===== config.mk =====
export PLATFORM = sky130hd
export DESIGN_NAME = solar_to_lunar_date_flat
export DESIGN_NICKNAME = d
export VERILOG_FILES = /design/src/rtl/sld_pkg.sv /design/src/rtl/sld_if.sv /design/src/rtl/solar_to_lunar_date.sv /design/src/rtl/sld_ctrl.sv /design/src/rtl/sld_dp.sv /design/src/flat_wrapper.sv
export SDC_FILE = /design/constraint.sdc
export NUM_CORES = 1
export LEC_CHECK = 0
export ABC_CLOCK_PERIOD_IN_PS = 44000
export BUFFER_PORTS_ARGS = -buffer_cell sky130_fd_sc_hd__buf_2
export CORE_MARGIN = 2
export CORE_UTILIZATION = 59
export CTS_CLUSTER_DIAMETER = 60
export CTS_CLUSTER_SIZE = 25
export DETAILED_ROUTE_END_ITERATION = 10
export PLACE_DENSITY = 0.73
export SYNTH_ARGS = -nofsm -noshare
export SYNTH_HDL_FRONTEND = slang
export SYNTH_HIERARCHICAL = 1
export SYNTH_SLANG_ARGS = --single-unit

===== constraint.sdc =====
create_clock -name i_clk -period 44 [get_ports i_clk]
set_input_delay 8.8 -clock i_clk [delete_from_list [all_inputs] [get_ports i_clk]]
set_output_delay 8.8 -clock i_clk [all_outputs]
set_load 0.01 [all_outputs]

===== src/rtl/sld_pkg.sv =====
// Package: shared types, year-code table and day-number helper for the lunar date converter.
package sld_pkg;

    localparam int TABLE_LEN = 100;
    localparam int JD_W      = 22;

    typedef enum logic [2:0] {
        ST_IDLE,
        ST_JD,
        ST_YEAR,
        ST_SCAN,
        ST_DONE
    } t_state;

    typedef struct packed {
        logic start;   // capture input word, begin day number
        logic load_yr; // load year code of the current candidate year
        logic step;    // advance one month in the scan
        logic retry;   // move to previous/next lunar year
    } t_cmd;

    typedef struct packed {
        logic covered;  // candidate year in table
        logic early;    // jd precedes candidate year start
        logic after;    // jd beyond candidate year end (checked once)
        logic hit;      // jd inside current month
        logic last;     // current month is the last of the year
        logic tried;    // year already adjusted once
    } t_sts;

    typedef struct packed {
        logic [4:0]      lunar_day;
        logic [3:0]      lunar_month;
        logic [11:0]     lunar_year;
        logic            is_leap_month;
        logic [JD_W-1:0] julian_day;
        logic            in_range;
    } t_res;

    typedef struct packed {
        logic [4:0]  solar_day;
        logic [3:0]  solar_month;
        logic [11:0] solar_year;
    } t_date;

    localparam logic [23:0] YEAR_CODE [TABLE_LEN] = '{
        24'h46c960, 24'h2ed954, 24'h54d4a0, 24'h3eda50, 24'h2a7552, 24'h4e56a0, 24'h38a7a7,
        24'h5ea5d0, 24'h4a92b0, 24'h32aab5, 24'h58a950, 24'h42b4a0, 24'h2cbaa4, 24'h50ad50,
        24'h3c55d9, 24'h624ba0, 24'h4ca5b0, 24'h375176, 24'h5c5270, 24'h466930, 24'h307934,
        24'h546aa0, 24'h3ead50, 24'h2a5b52, 24'h504b60, 24'h38a6e6, 24'h5ea4e0, 24'h48d260,
        24'h32ea65, 24'h56d520, 24'h40daa0, 24'h2d56a3, 24'h5256d0, 24'h3c4afb, 24'h6249d0,
        24'h4ca4d0, 24'h37d0b6, 24'h5ab250, 24'h44b520, 24'h2edd25, 24'h54b5a0, 24'h3e55d0,
        24'h2a55b2, 24'h5049b0, 24'h3aa577, 24'h5ea4b0, 24'h48aa50, 24'h33b255, 24'h586d20,
        24'h40ad60, 24'h2d4b63, 24'h525370, 24'h3e49e8, 24'h60c970, 24'h4c54b0, 24'h3768a6,
        24'h5ada50, 24'h445aa0, 24'h2fa6a4, 24'h54aad0, 24'h4052e0, 24'h28d2e3, 24'h4ec950,
        24'h38d557, 24'h5ed4a0, 24'h46d950, 24'h325d55, 24'h5856a0, 24'h42a6d0, 24'h2c55d4,
        24'h5252b0, 24'h3ca9b8, 24'h62a930, 24'h4ab490, 24'h34b6a6, 24'h5aad50, 24'h4655a0,
        24'h2eab64, 24'h54a570, 24'h4052b0, 24'h2ab173, 24'h4e6930, 24'h386b37, 24'h5e6aa0,
        24'h48ad50, 24'h332ad5, 24'h582b60, 24'h42a570, 24'h2e52e4, 24'h50d160, 24'h3ae958,
        24'h60d520, 24'h4ada90, 24'h355aa6, 24'h5a56d0, 24'h462ae0, 24'h30a9d4, 24'h54a2d0,
        24'h3ed150, 24'h28e952
    };

    // x / 100 by reciprocal multiply; exact for x below 16384.
    function automatic logic [7:0] div100(input logic [13:0] x);
        logic [27:0] p;
        begin
            p      = 28'(x) * 28'd10486;
            div100 = p[27:20];
        end
    endfunction

    // (153 * mm + 2) / 5 for the shifted month mm = 0..11 (12 for month 15).
    function automatic logic [8:0] month_offset(input logic [4:0] mm);
        begin
            case (mm)
                5'd1:    month_offset = 9'd31;
                5'd2:    month_offset = 9'd61;
                5'd3:    month_offset = 9'd92;
                5'd4:    month_offset = 9'd122;
                5'd5:    month_offset = 9'd153;
                5'd6:    month_offset = 9'd184;
                5'd7:    month_offset = 9'd214;
                5'd8:    month_offset = 9'd245;
                5'd9:    month_offset = 9'd275;
                5'd10:   month_offset = 9'd306;
                5'd11:   month_offset = 9'd337;
                5'd12:   month_offset = 9'd367;
                default: month_offset = 9'd0;
            endcase
        end
    endfunction

    // Day number of 1 January of year y (y <= 4095), constant divisors only.
    function automatic logic [JD_W-1:0] jan1_jd(input logic [11:0] y);
        logic [13:0] yy;
        logic [7:0]  q;
        logic [23:0] s;
        begin
            yy = 14'(y) + 14'd4799;
            q  = div100(yy);
            s  = 24'd306 + 24'(yy) * 24'd365 + 24'(yy[13:2]) - 24'(q)
                 + 24'(q[7:2]) - 24'd32045 + 24'd1;
            jan1_jd = s[JD_W-1:0];
        end
    endfunction

endpackage


===== src/rtl/sld_if.sv =====
// Interfaces: valid/ready channels for the input date word and the result word.
interface sld_in_if;
    logic              valid;
    logic              ready;
    sld_pkg::t_date    data;
    modport source (output valid, output data, input ready);
    modport sink   (input valid, input data, output ready);
endinterface

interface sld_out_if;
    logic              valid;
    logic              ready;
    sld_pkg::t_res     data;
    modport source (output valid, output data, input ready);
    modport sink   (input valid, input data, output ready);
endinterface


===== src/rtl/solar_to_lunar_date.sv =====
// Top level: Gregorian to lunar date converter, controller plus datapath.
// One date word in, one result word out. Each word has its day number captured
// and its year code loaded; a month sequencer then steps through the year's
// lunar months (up to 13). A date in the previous or next lunar year moves the
// candidate year and reloads its code, once. The result is held until taken,
// and the next word is only taken once the result has gone. A word outside the
// table gives in_range 0 with zero lunar fields; julian_day is always given.
module solar_to_lunar_date #(
    parameter int FIRST_YEAR = 2000,
    parameter int YEAR_COUNT = 100
) (
    input  logic      i_clk,
    input  logic      i_rst_n,
    sld_in_if.sink    i_date,
    sld_out_if.source o_lunar
);
    import sld_pkg::*;

    t_cmd cmd;
    t_sts sts;
    logic done_ok, finish;

    sld_ctrl u_ctrl (
        .i_clk      (i_clk),
        .i_rst_n    (i_rst_n),
        .i_in_valid (i_date.valid),
        .o_in_ready (i_date.ready),
        .o_out_valid(o_lunar.valid),
        .i_out_ready(o_lunar.ready),
        .i_sts      (sts),
        .o_cmd      (cmd),
        .o_done_ok  (done_ok),
        .o_finish   (finish)
    );

    sld_dp #(.FIRST_YEAR(FIRST_YEAR), .YEAR_COUNT(YEAR_COUNT)) u_dp (
        .i_clk    (i_clk),
        .i_rst_n  (i_rst_n),
        .i_date   (i_date.data),
        .i_cmd    (cmd),
        .i_done_ok(done_ok),
        .i_finish (finish),
        .o_sts    (sts),
        .o_res    (o_lunar.data)
    );
endmodule


===== src/rtl/sld_ctrl.sv =====
// Controller: sequences day number, year select and month scan.
module sld_ctrl (
    input  logic          i_clk,
    input  logic          i_rst_n,
    input  logic          i_in_valid,
    output logic          o_in_ready,
    output logic          o_out_valid,
    input  logic          i_out_ready,
    input  sld_pkg::t_sts i_sts,
    output sld_pkg::t_cmd o_cmd,
    output logic          o_done_ok,
    output logic          o_finish
);
    import sld_pkg::*;

    t_state r_state, n_state;

    always_ff @(posedge i_clk) begin
        if (!i_rst_n) begin
            r_state <= ST_IDLE;
        end else begin
            r_state <= n_state;
        end
    end

    always_comb begin
        n_state = r_state;
        case (r_state)
            ST_IDLE: if (i_in_valid) n_state = ST_JD;
            ST_JD:   n_state = ST_YEAR;
            ST_YEAR: begin
                if (!i_sts.covered) n_state = ST_DONE;
                else if ((i_sts.early || i_sts.after) && !i_sts.tried) n_state = ST_JD;
                else if (i_sts.early) n_state = ST_DONE;
                else n_state = ST_SCAN;
            end
            ST_SCAN: if (i_sts.hit || i_sts.last) n_state = ST_DONE;
            ST_DONE: if (i_out_ready) n_state = ST_IDLE;
            default: n_state = ST_IDLE;
        endcase
    end

    always_comb begin
        o_cmd       = '0;
        o_in_ready  = 1'b0;
        o_out_valid = 1'b0;
        o_done_ok   = 1'b0;
        o_finish    = 1'b0;
        case (r_state)
            ST_IDLE: begin
                o_in_ready  = 1'b1;
                o_cmd.start = i_in_valid;
            end
            ST_JD:   o_cmd.load_yr = 1'b1;
            ST_YEAR: begin
                o_cmd.retry = i_sts.covered && (i_sts.early || i_sts.after) && !i_sts.tried;
                o_finish    = !i_sts.covered || (i_sts.early && i_sts.tried);
            end
            ST_SCAN: begin
                o_cmd.step = !i_sts.hit;
                o_done_ok  = i_sts.hit;
                o_finish   = i_sts.hit || i_sts.last;
            end
            ST_DONE: o_out_valid = 1'b1;
            default: ;
        endcase
    end

    assert property (@(posedge i_clk) disable iff (!i_rst_n)
        o_in_ready |-> !o_out_valid) else $error("accept while result pending");
    assert property (@(posedge i_clk) disable iff (!i_rst_n)
        (r_state == ST_DONE && !i_out_ready) |=> r_state == ST_DONE)
        else $error("result dropped");
    assert property (@(posedge i_clk) disable iff (!i_rst_n)
        o_cmd.start |=> r_state == ST_JD) else $error("start lost");
endmodule


===== src/rtl/sld_dp.sv =====
// Datapath: day number, year code fetch, month start accumulation and result register.
module sld_dp #(
    parameter int FIRST_YEAR = 2000,
    parameter int YEAR_COUNT = 100
) (
    input  logic           i_clk,
    input  logic           i_rst_n,
    input  sld_pkg::t_date i_date,
    input  sld_pkg::t_cmd  i_cmd,
    input  logic           i_done_ok,
    input  logic           i_finish,
    output sld_pkg::t_sts  o_sts,
    output sld_pkg::t_res  o_res
);
    import sld_pkg::*;

    localparam int CNT = (YEAR_COUNT < TABLE_LEN) ? YEAR_COUNT : TABLE_LEN;

    logic [JD_W-1:0] r_jd, r_start;
    logic [11:0]     r_ly;
    logic [23:0]     r_code;
    logic            r_cov, r_tried, r_leapph;
    logic [3:0]      r_mon;
    logic [JD_W-1:0] r_jan1;
    t_res            r_res;

    // Arithmetic day number of the input date.
    logic [13:0]     yy;
    logic [4:0]      mm;
    logic            a;
    logic [7:0]      q100;
    logic [23:0]     jd_s;
    always_comb begin
        a    = (i_date.solar_month <= 4'd2);
        yy   = 14'(i_date.solar_year) + 14'd4800 - 14'(a);
        mm   = 5'(i_date.solar_month) + (a ? 5'd12 : 5'd0) - 5'd3;
        q100 = div100(yy);
        jd_s = 24'(month_offset(mm)) + 24'(yy) * 24'd365 + 24'(yy[13:2])
               - 24'(q100) + 24'(q100[7:2]) - 24'd32045 + 24'(i_date.solar_day);
    end

    logic [12:0] idx_w;
    logic        cov;
    assign idx_w = 13'(r_ly) - 13'(FIRST_YEAR);
    assign cov   = ($signed(14'(r_ly)) - $signed(14'(FIRST_YEAR)) >= 0) && (idx_w < 13'(CNT));

    logic [3:0]  leap_no;
    logic        cur_bit;
    logic [4:0]  cur_len;
    logic [JD_W-1:0] yr_start;
    assign leap_no  = (r_code[3:0] > 4'd12) ? 4'd0 : r_code[3:0];
    assign cur_bit  = r_leapph ? r_code[16] : r_code[5'd16 - 5'(r_mon)];
    assign cur_len  = cur_bit ? 5'd30 : 5'd29;
    assign yr_start = r_jan1 + JD_W'(r_code[23:17]);

    // Year length: twelve months of 29 plus ones, plus leap month.
    logic [8:0] ylen;
    always_comb begin
        ylen = 9'd348 + 9'($countones(r_code[15:4]));
        if (leap_no != 4'd0) ylen = ylen + 9'd29 + 9'(r_code[16]);
    end

    // Candidate year bounds, valid in ST_YEAR straight after the code load.
    logic [JD_W-1:0] yr_end;
    logic            early;
    assign yr_end = yr_start + JD_W'(ylen);
    assign early  = r_jd < yr_start;

    assign o_sts.covered = r_cov;
    assign o_sts.early   = early;
    assign o_sts.after   = r_jd >= yr_end;
    assign o_sts.hit     = (r_jd >= r_start) && (r_jd < r_start + JD_W'(cur_len));
    assign o_sts.last    = (r_mon == 4'd12) && (r_leapph || leap_no != 4'd12);
    assign o_sts.tried   = r_tried;
    assign o_res         = r_res;

    always_ff @(posedge i_clk) begin
        if (i_cmd.start) begin
            r_jd    <= jd_s[JD_W-1:0];
            r_ly    <= i_date.solar_year;
            r_tried <= 1'b0;
        end
        if (i_cmd.retry) begin
            r_ly    <= early ? r_ly - 12'd1 : r_ly + 12'd1;
            r_tried <= 1'b1;
        end
        if (i_cmd.load_yr) begin
            r_cov    <= cov;
            r_code   <= cov ? YEAR_CODE[idx_w[6:0]] : 24'd0;
            r_jan1   <= jan1_jd(r_ly);
            r_mon    <= 4'd1;
            r_leapph <= 1'b0;
        end
        // follows the year start until the scan, then walks month by month
        r_start <= i_cmd.step ? r_start + JD_W'(cur_len) : yr_start;
        if (i_cmd.step) begin
            if (!r_leapph && r_mon == leap_no) begin
                r_leapph <= 1'b1;
            end else begin
                r_leapph <= 1'b0;
                r_mon    <= r_mon + 4'd1;
            end
        end
        if (i_finish) begin
            r_res.julian_day    <= r_jd;
            r_res.in_range      <= i_done_ok;
            r_res.lunar_day     <= i_done_ok ? 5'(r_jd - r_start + JD_W'(1)) : 5'd0;
            r_res.lunar_month   <= i_done_ok ? r_mon : 4'd0;
            r_res.lunar_year    <= i_done_ok ? r_ly : 12'd0;
            r_res.is_leap_month <= i_done_ok && r_leapph;
        end
    end

    assert property (@(posedge i_clk) disable iff (!i_rst_n)
        i_cmd.step |-> !i_done_ok) else $error("step on hit");
    assert property (@(posedge i_clk) disable iff (!i_rst_n)
        i_cmd.retry |=> r_tried) else $error("retry not marked");
    assert property (@(posedge i_clk) disable iff (!i_rst_n)
        i_done_ok |-> o_sts.hit) else $error("done without hit");
endmodule


===== src/flat_wrapper.sv =====
// flat-port wrapper written by rule: the top's interface ports become plain ports
module solar_to_lunar_date_flat import sld_pkg::*;
#(
    parameter int FIRST_YEAR = 2000,
    parameter int YEAR_COUNT = 100
)
  (i_clk, i_rst_n, i_date_valid, i_date_data, i_date_ready, o_lunar_valid, o_lunar_data, o_lunar_ready);
  sld_in_if i_date_i ();
  sld_out_if o_lunar_i ();
  input  logic i_clk;
  input  logic i_rst_n;
  input wire logic [$bits(i_date_i.valid)-1:0] i_date_valid;
  input wire logic [$bits(i_date_i.data)-1:0] i_date_data;
  output wire logic [$bits(i_date_i.ready)-1:0] i_date_ready;
  output wire logic [$bits(o_lunar_i.valid)-1:0] o_lunar_valid;
  output wire logic [$bits(o_lunar_i.data)-1:0] o_lunar_data;
  input wire logic [$bits(o_lunar_i.ready)-1:0] o_lunar_ready;
  assign i_date_i.valid = i_date_valid;
  assign i_date_i.data = i_date_data;
  assign i_date_ready = i_date_i.ready;
  assign o_lunar_valid = o_lunar_i.valid;
  assign o_lunar_data = o_lunar_i.data;
  assign o_lunar_i.ready = o_lunar_ready;
  solar_to_lunar_date #(.FIRST_YEAR(FIRST_YEAR), .YEAR_COUNT(YEAR_COUNT)) u_core (.i_clk(i_clk), .i_rst_n(i_rst_n), .i_date(i_date_i), .o_lunar(o_lunar_i));
endmodule

# After elaboration in Yosys (flattened, before gate mapping)
# Memories as Yosys holds them, arrays and structs flattened. A register that Yosys moved wholly into a read port is not among the register bits.
# Cells that the tools add are included.
[word_totals] wordCells=139 rom_bits=3216 regBits=133 inputBits=25 memories=2 output_inout_bits=47
[mem_list] name="(no name shown)" depth=128 width=24 rd=1 rd_ports_with_merged_regs=1 wr=0 line_no="sld_dp.sv:89" text="r_code <= cov ? YEAR_CODE[idx_w[6:0]] : 24'd0;"
[mem_list] name="(no name shown)" depth=16 width=9 rd=1 rd_ports_with_merged_regs=0 wr=0 line_no="sld_pkg.sv:76" text="case (mm)"
[classes] n_bitwise=1 mul=4 eq_ne=10 n_addsub=42 n_reduce_logical=23 n_mux=33 n_lt_le_gt_ge=9
[op_table] op="$mul A14 B13 Y27 const B" n=2
[op_table] op="$add A22 B12 Y22" n=2
[op_table] op="$add A22 B5 Y22" n=2
[op_table] op="$add A22 B6 Y22" n=2
[op_table] op="$ge A22 B22 Y1" n=2
[op_table] op="$lt A22 B22 Y1" n=2
[op_table] op="$mul A14 B9 Y22 const B" n=2
[op_table] op="$sub A22 B15 Y22 const B" n=2
[op_table] op="$sub A22 B8 Y22" n=2
[op_table] op="$mux W12" n=3
[op_table] op="$add A12 B13 Y14 const B" n=2
[op_table] op="$sub A12 B11 Y13 const B" n=2
[op_table] op="$add A22 B1 Y22 const B" n=1
[op_table] op="$add A22 B7 Y22" n=1
[op_table] op="$add A22 B9 Y22" n=1
[op_table] op="$add A9 B22 Y22" n=1
[op_table] op="$add A9 B22 Y22 const A" n=1
[op_table] op="$mux W22" n=1
[op_table] op="$mux W4" n=5
[op_table] op="$mux W3" n=6
[op_table] op="$mux W9" n=2
[op_table] op="$pmux W3 S5" n=1
[op_table] op="$sub A14 B1 Y14" n=1
[op_table] op="$ge A13 B1 Y1 const B" n=1
[op_table] op="other kinds (38)" n=75

# Longest topological paths before layout
# Gate-level depths: netlist (run 1).
[logic_depth] word_depth=15 depth_mapped=57 depth_no_buf=57

# Hierarchy
# Netlist (run 1), hierarchy kept.
[by_module_without_submodules] mod="sld_dp" cells_per_inst=3073 seq_area_each_um2=4324.1 instances=1 area_per_inst_um2=28368.5
[by_module_without_submodules] mod="sld_ctrl" cells_per_inst=36 seq_area_each_um2=60.1 instances=1 area_per_inst_um2=276.5

# Least setup slack after synthesis (run 1)
# Ideal clock, no wire load.
[synth_path] kind="in2reg" start="in i_date_data[13]" end="reg u_core.u_dp.r_jd[21], data pin" arrival_ns=21.044 setup_ns=0.262 required_time_ns=43.738 setup_slack_ns=22.694 stages=50 path_buffers=1 path_cell_list="clkbuf_1 > nand2_1 > o21ai_1 > ha_1 > inv_1 > ha_1 > inv_1 > fa_1 > inv_1 > a21oi_1 > o21bai_1 > a21o_1 > nand2_1 > nand3_1 > a211oi_1 > xor2_1 > fa_1 > ha_1 > (+14 left out) > fa_1 > fa_1 > fa_1 > inv_1 > fa_1 > inv_1 > fa_1 > fa_1 > inv_1 > ha_1 > a21oi_1 > nor2b_1 > a311o_1 > o311ai_2 > a21oi_1 > a311o_1 > o31ai_2 > xnor2_1"
[synth_via] elab_chain_len=12 elab_cells_between_ends=15 cone_classes="9 x add/sub; 2 x mul; 1 x order compare; 2 x mux; 1 x memory"
[synth_lines] item="start: declaration" line_no="flat_wrapper.sv:13" text="input wire logic [$bits(i_date_i.data)-1:0] i_date_data;"
[synth_lines] item="branches (longest 9 deep; another with $mul A14 B9 Y22)"
[synth_lines] item="$add A22 B6 Y22 (*)" line_no="sld_dp.sv:39" text="- 24'(q100) + 24'(q100[7:2]) - 24'd32045 + 24'(i_date.solar_day);"
[synth_lines] item="$sub A22 B15 Y22 (*)" line_no="sld_dp.sv:39"
[synth_lines] item="$add A22 B5 Y22 (*)" line_no="sld_dp.sv:39"
[synth_lines] item="via u_core.u_dp.jd_s[21]" line_no="sld_dp.sv:32" text="logic [23:0] jd_s;"
[synth_lines] item="end signal: assignment" line_no="sld_dp.sv:79" text="r_jd <= jd_s[JD_W-1:0];"
[synth_lines] item="end: declaration" line_no="sld_dp.sv:19" text="logic [JD_W-1:0] r_jd, r_start;"
# Mark *: on every way through the listed nets, which the timed path passes.
# A chain may end at the register's enable or synchronous reset.

# Worst setup path after layout (run 1)
[layout_path] start="in i_date_data[14]" end="reg u_core.u_dp.r_jd[21], data pin"
# The elaborated chain is that of the path after synthesis.

==> results, run 1 <==
- The number of clock buffers inserted by TritonCTS is 17.
- For this block, the routed nets add up to 76880 µm of wire.
- Synthesis instantiated 93 different standard cells from the library.
- On the worst path, the slowest cell contributes a delay of 0.82 ns.
- Sequential elements use 15.31% of the synthesized area.
- The cell type of the slowest stage on the worst timing path is sky130_fd_sc_hd__xor2_1.
- The count of unresolved DRC violations after routing is 0.
- Yosys mapped a number of flops with a built-in enable equal to 126.
- The count of nets after finishing is 3993.
- The maximum level of the CTS H-tree is 4.
- The placed cell count is 3737.
- Synthesis produced a netlist with a net count of 3961.
- The synthesized area per cell is 9.214 µm².
- The floorplan step defined a die boundary enclosing 0.05033 mm².
- After detailed routing, the number of vias per cell comes to 6.010.
- The number of synthesis warnings is 6.
- From synthesis to final layout, the design area changed by 5.718%.
- Global routing finished with a remaining overflow of 0.
- Detailed placement ended at an HPWL of 62610 µm.
- The filler-free cell count of the finished design is 3769.
- Once the floorplan was initialized, standard cells occupied 59.87% of the core.
- The number of antenna violations at the first check in global routing is 0.
- The clock tree from TritonCTS is yes.
- The final routed wire length divided by cell count is 20.40 µm.
- Between clock sinks in the finished design, the worst skew comes to 0.01418 ns.
- The initialized floorplan defines 80 standard-cell rows.
- From left edge to right edge, the die measures 224.3 µm.
- The final count of hold timing violations is 0.
- The post-route minimum period is 22.56 ns.
- The tightest min-delay check is of the register to register type.
- Entering global routing, the biggest net connects 91 pins.
- At the later pin of the worst-skew pair, clock insertion delay measures 0.44 ns.
- Setup repair after global routing left no endpoint under its margin.
- The first global-routing pass estimated 123200 µm of wire.
- The highest net fanout along the worst path is 8.
- The number of buffers inserted by post-CTS setup repair is 0.
- The number of placed I/O pins is 72.
- The final-layout fill cell count is 4021.
- After routing, the total negative slack on setup checks comes to 0 ns.
- The post-route netlist has 6.214% of its cells at a drive strength greater than 1.
- The final antenna diode count is 0.
- After layout, the worst path uses 51.27% of the clock period.
- The remaining number of nets flagged by the antenna check after routing is 0.
- The number of global-route vias before repair was 23135.
- Cells fill 63.29% of the core in the end.
- The number of DRC violations after detailed-routing iteration 0 is 1937.
- The global router's overall resource usage is 31.33%.
- The startpoint class of the critical path is an input pin.
- At the worst endpoint, the required time is 44.19 ns.
- The total of cells resized after clock tree synthesis is 0.
- From bottom edge to top edge, the die measures 224.3 µm.
- The synthesized netlist cell count is 3109.
- For this run, asynchronously set or reset flops after synthesis account for 0%.
- In this run the clock root is driven by a sky130_fd_sc_hd__clkbuf_16.
- For this run, the top clock speed supported by timing is 44.33 MHz.
- The mapped cell area is 0.02864 mm².
- The final count of pins violating max slew is 0.
- The number of hold-repair buffers added at the cts stage is 0.
- At the pin with the least slew margin, the transition time is 1.202 ns.
- CTS saw 156 sinks.
- The final weighted congestion in routability-driven placement is 0.9737.
- The clock passes through at most 2 buffers.
- Across all layers, the routed design uses 22652 vias.
- The core area is 0.04785 mm².
- The critical path in this run is classified as input pin to register.
- The cell seen most often among critical-path stages is sky130_fd_sc_hd__fa_1.
- The data arrival at the endpoint of the critical path is 22.74 ns.
- The first-pass iteration count of the detailed router is 7.
- Measured against its own limit, the worst slew margin works out to 19.40%.
- Setup violations remaining at the end of the flow were counted as 0.
- The max-capacitance violation count is 0.
- After synthesis the netlist holds a flip-flop and latch count of 156.
- The type of destination of the critical path is a register.
- The total of buffers placed on input and output ports is 71.
- The flow ran to the end, and the final reports show no timing, DRC or antenna violations.
- The most common flop cell mapped by yosys is sky130_fd_sc_hd__edfxtp_1.
- After clock tree synthesis, the clock-pin slew on the worst setup and hold paths is 0.07 ns.
==> critical path, delay by kind of cell <==
kind,cells,cell delay [ns]
AOI/OAI and AO/OA,18,4.68
xor gates and xnor gates,3,1.28
and+or+nand+nor,4,0.32
adders and majority gates,17,6.95
buffers and inverters,10,0.69
==> routing by layer <==
metal  share of wire [%]  track usage (%)
met5                   0                0
met4                 2.7            9.549
met3                 6.7            3.684
met2                  47            52.09
met1                  43            43.10
==> cell type report <==
| type | instances | area, µm² | area share (%) |
|---|---|---|---|
| inverter | 618 | 2320 | 7.660 |
| timing repair buffer | 106 | 618.1 | 2.041 |
| clock inverter | 14 | 148.9 | 0.4917 |
| clock buffer | 18 | 450.4 | 1.487 |
| sequential | 156 | 4384 | 14.48 |
| tap | 615 | 769.5 | 2.541 |
| multi-input combinational | 2242 | 21590 | 71.30 |
==> sequential cells by signal, indices dropped and copies added (netlist names) <==
name and count:
u_core/u_dp/r_cov 1, u_core/u_ctrl/r_state 3, u_core/u_dp/r_jd 22, u_core/u_dp/o_res 45, u_core/u_dp/r_code 23, u_core/u_dp/r_start 22
u_core/u_dp/r_jan1 22, u_core/u_dp/r_tried 1, u_core/u_dp/r_mon 4, u_core/u_dp/r_leapph 1, u_core/u_dp/r_ly 12
==> cells in the mapped netlist, drive strengths merged (51+ instances only) <==
cell type | count | area, µm²
o21ai | 155 | 775.7
ha | 519 | 6494
nor3 | 53 | 276.5
edfxtp | 126 | 3784
nor2 | 155 | 581.8
clkbuf | 70 | 262.8
nand2 | 175 | 661.9
xnor2 | 99 | 874.6
fa | 308 | 6166
a21oi | 156 | 784.5
xor2 | 52 | 455.4
inv | 613 | 2301
nand3 | 51 | 260.3
==> worst paths after layout <==
kind	from	endpoint	slack, ns	cells after the start
worst max-delay path	i_date_data[14]	u_core/u_dp/r_jd[21]	21.44	52
worst min-delay path	u_core/u_dp/r_tried	u_core/u_dp/r_tried	0.56	2
worst max register to register	u_core/u_dp/r_ly[1]	u_core/u_dp/r_jan1[21]	30.44	40
worst min register to register	u_core/u_dp/r_tried	u_core/u_dp/r_tried	0.56	2
==> metrics by stage <==
stage	cell area [µm²]	setup slack [ns]	hold WS, ns
after global routing	30280	20.75	0.5864
final	30280	21.44	0.5626
after detailed placement	29680	21.14	0.5540
after global placement	29680	21.48	0.5223
after CTS	30280	21.55	0.5647
after floorplan	28650	22.69	0.4455
==> cell families (layout without fill, tap and decap cells) <==
family	count (synthesis)	in the layout	share of synthesized area (%)
adders and majority gates	829	829	44.26
AOI/OAI and AO/OA	626	626	14.13
muxes	43	43	2.053
xor gates and xnor gates	151	151	4.643
DFF	156	156	15.31
and+or+nand+nor	593	593	10.16
buffers and inverters	711	756	9.448
==> layout by cell type, fill, tap and decap left out, types with 9 or more instances in the layout <==
cell                        netlist  layout
sky130_fd_sc_hd__a211oi_1        48      48
sky130_fd_sc_hd__fa_1           308     308
sky130_fd_sc_hd__nand2_1        173     173
sky130_fd_sc_hd__o22ai_1         15      15
sky130_fd_sc_hd__edfxtp_1       126     126
sky130_fd_sc_hd__ha_1           519     519
sky130_fd_sc_hd__xnor2_1         98      97
sky130_fd_sc_hd__dfxtp_1         30      30
sky130_fd_sc_hd__clkbuf_16        0      18
sky130_fd_sc_hd__xor2_1          52      51
sky130_fd_sc_hd__nor2_1         155     152
sky130_fd_sc_hd__buf_4            4      35
sky130_fd_sc_hd__and2_1          30      30
sky130_fd_sc_hd__a21boi_0        10      10
sky130_fd_sc_hd__o2111ai_1       10      10
sky130_fd_sc_hd__a31oi_1         17      17
sky130_fd_sc_hd__buf_2            6      71
sky130_fd_sc_hd__nor2b_1         22      22
sky130_fd_sc_hd__inv_1          613     613
sky130_fd_sc_hd__o21ai_0        153     153
sky130_fd_sc_hd__a21oi_1        155     155
sky130_fd_sc_hd__mux4_2          12      12
sky130_fd_sc_hd__nor3_1          52      51
sky130_fd_sc_hd__o211ai_1        30      30
sky130_fd_sc_hd__o21a_1          33      33
sky130_fd_sc_hd__and3_1          10      10
sky130_fd_sc_hd__nand2b_1        25      25
sky130_fd_sc_hd__mux2i_1         25      25
sky130_fd_sc_hd__o21bai_1        16      16
sky130_fd_sc_hd__nand4_1         16      16
sky130_fd_sc_hd__a21o_1          34      34
sky130_fd_sc_hd__or3_1            9       9
sky130_fd_sc_hd__o31ai_1         14      14
sky130_fd_sc_hd__nand3_1         50      50
Power of run 1 is left out: the tool's default activity adds up to more than one toggle a clock period on the data nets, which glitch-free logic cannot reach.
==> run 2, diff against run 1 <==
Settings changed: ABC_CLOCK_PERIOD_IN_PS 44000 to 20600, PLACE_DENSITY 0.73 to 0.76.
Clock period 44 ns to 20.6 ns, I/O delays scaled along.
==> run 2 against run 1 <==
Effect of this change: flip-flop and latch count stayed put; clock skew shrank 0.0015 ns; worst hold slack got worse by 0.037 ns; clock-buffer cell count did not move; highest routed layer is now met5.
==> results, run 2 (synthesis results as in run 1) <==
- In this run the core area contains 80 standard-cell rows.
- In this run the remaining antenna-violating nets after routing total 0.
- The total number of clock tree sinks is 156.
- The maximum number of pins on one net before global-route repair is 76.
- The later pin in the worst-skew pair is clocked with a latency of 0.45 ns.
- For this design, the slowest cell found on the critical path is sky130_fd_sc_hd__xor2_1.
- The number of buffers inserted by post-CTS setup repair is 0.
- The initial core utilization is 59.87%.
- Counting both buffers and inverters, the worst setup path holds a total of 10.
- The worst register-to-register path ends at u_core/u_dp/r_jan1[21].
- Counting tap cells, the placed design contains a total of 3736 instances.
- The final-layout fill cell count is 3984.
- The worst pin sits at a relative slew slack of 26.20%.
- The post-route minimum period is 17.59 ns.
- The path depth of the worst reg2reg path is 42.
- The placed wire-length estimate after detailed placement is 63210 µm.
- The most common library cell in the layout ignoring fill and taps is sky130_fd_sc_hd__inv_1.
- Static timing analysis puts the maximum clock frequency at 56.85 MHz.
- The worst hold slack is 0.5251 ns.
- Among the stages of the critical path, the cell type that occurs most often is sky130_fd_sc_hd__fa_1.
- The setup check on the worst reg-to-reg path leaves a slack of 7.01 ns.
- The worst setup path is captured at a register.
- The global router's overall resource usage is 31.75%.
- The filler-free cell count of the finished design is 3769.
- The top cell types in the final layout, fill and taps aside, are 613 x sky130_fd_sc_hd__inv_1, 519 x sky130_fd_sc_hd__ha_1, 308 x sky130_fd_sc_hd__fa_1.
- The floorplan step set the die width to 224.3 µm.
- The detailed router placed 22916 vias in this run.
- The final routed wire length divided by cell count is 20.72 µm.
- The number of global-route vias before repair is 23161.
- The number of antenna violations at the first check in global routing is 3.
- The number of placed I/O pins is 72.
- In the final design database the tool counted 3992 nets.
- For this design, the CTS-stage hold fixing added 0 buffers.
- The data arrival at the endpoint of the critical path is 17.77 ns.
- The buffer type at the clock tree root is sky130_fd_sc_hd__clkbuf_16.
- The actual slew at the worst max-slew pin is 1.099 ns.
- The clock tree from TritonCTS is yes.
- The count of unresolved DRC violations after routing is 0.
- The total of buffers placed on input and output ports is 71.
- The height of the die is 224.3 µm.
- Buffers inserted during clock tree synthesis total 17.
- The run finished with clean final reports.
- The setup path with the least slack is of type input pin to register.
- The aggregate negative setup slack is 0 ns.
- The worst hold path passes through 2 cells.
- For the worst setup path, the data required time is 20.79 ns.
- The final count of pins violating max slew is 0.
- In this run the standard cell core region covers 0.04785 mm².
- The startpoint class of the critical path is an input pin.
- Setup violations remaining at the end of the flow were counted as 0.
- The final count of hold timing violations came to 0.
- The first-pass iteration count of the detailed router is 9.
- The clock slew at the register clock pins of the worst setup and hold paths is 0.06 ns.
- The worst hold path begins at u_core/u_dp/r_tried.
- CTS built an H-tree with a depth of 4.
- The die area is 0.05033 mm².
- On the worst path, the slowest cell contributes a delay of 0.77 ns.
- The utilization of the core after routing is 63.28%.
- The tightest min-delay check is of the register to register type.
- In this run the worst path has a maximum fanout of 8.
- The total of cells resized after clock tree synthesis is 0.
- Broken down by cell family, the worst path's largest delay share belongs to adder cells.
- The worst min-delay path endpoint is u_core/u_dp/r_tried.
- Routability-driven placement finished with a final weighted congestion of 0.9668.
- Setup repair after global routing left no endpoint under its margin.
- After detailed routing, the number of vias per cell comes to 6.080.
- The first global-routing pass estimated 124500 µm of wire.
- The share of the cycle needed by the critical path after routing is 85.38%.
- The wire length reported by the detailed router is 78090 µm.
- The register with the most flip-flops in the layout has 45 of them.
- The start of the worst register-to-register path is u_core/u_dp/r_ly[1].
- Max-cap violations in this run came to 0.
- The layout cell share with drive strength beyond 1 is 6.121%.
- The number of buffers on the longest clock path is 2.
- On the final layout, the worst clock skew is 0.01265 ns.
- For this block, the initial DRC count from the detailed router was 1994.
- Relative to the synthesized area, the layout overhead comes to 5.700%.
- The overall overflow remaining after global route is 0.
[run 2: cell type report]
cell class | instances | area (µm²) | area share, %
Multi-Input combinational cell | 2242 | 21590 | 71.31
Sequential cell | 156 | 4384 | 14.48
Inverter | 618 | 2320 | 7.661
Tap cell | 615 | 769.5 | 2.541
Timing Repair Buffer | 105 | 610.6 | 2.017
Clock buffer | 18 | 429.2 | 1.417
Clock inverter | 14 | 170.2 | 0.5620
Antenna cell | 1 | 2.502 | 0.008265
[run 2: layer usage]
layer / vias to the layer above / track usage (%) / part of all wire [%]
met5: - / 0 / 0.035
met4: 4 / 10.06 / 3.0
met3: 165 / 4.807 / 7.0
met2: 884 / 52.34 / 47
met1: 11272 / 43.20 / 43
li1: 10591 / - / -
[run 2: per-stage QoR]
step,instance area [µm²],setup slack (ns)
after floorplan,28650,3.974
final,30280,3.011
after detailed placement,29680,2.676
after global placement,29680,3.018
after CTS,30280,3.044
after global routing,30280,1.989
[run 2: how the worst max path moves through the flow]
stage | start | to | slack [ns] | cells past startpoint
floorplan | i_date_data[13] | u_core/u_dp/r_jd[21] | 3.97 | 50
global placement | i_date_data[15] | u_core/u_dp/r_jd[21] | 3.02 | 52
detailed placement | i_date_data[14] | u_core/u_dp/r_jd[21] | 2.68 | 52
CTS | i_date_data[14] | u_core/u_dp/r_jd[21] | 3.04 | 52
global route | i_date_data[15] | u_core/u_dp/r_jd[21] | 1.99 | 52
finish | i_date_data[14] | u_core/u_dp/r_jd[21] | 3.01 | 52
[run 2: worst min-delay path, stage by stage, from the launching register on]
cell and delay [ns]:
sky130_fd_sc_hd__dfxtp_1 0.34, sky130_fd_sc_hd__inv_1 0.06, sky130_fd_sc_hd__o21ai_0 0.07
Power of run 2 is left out for the same reason.
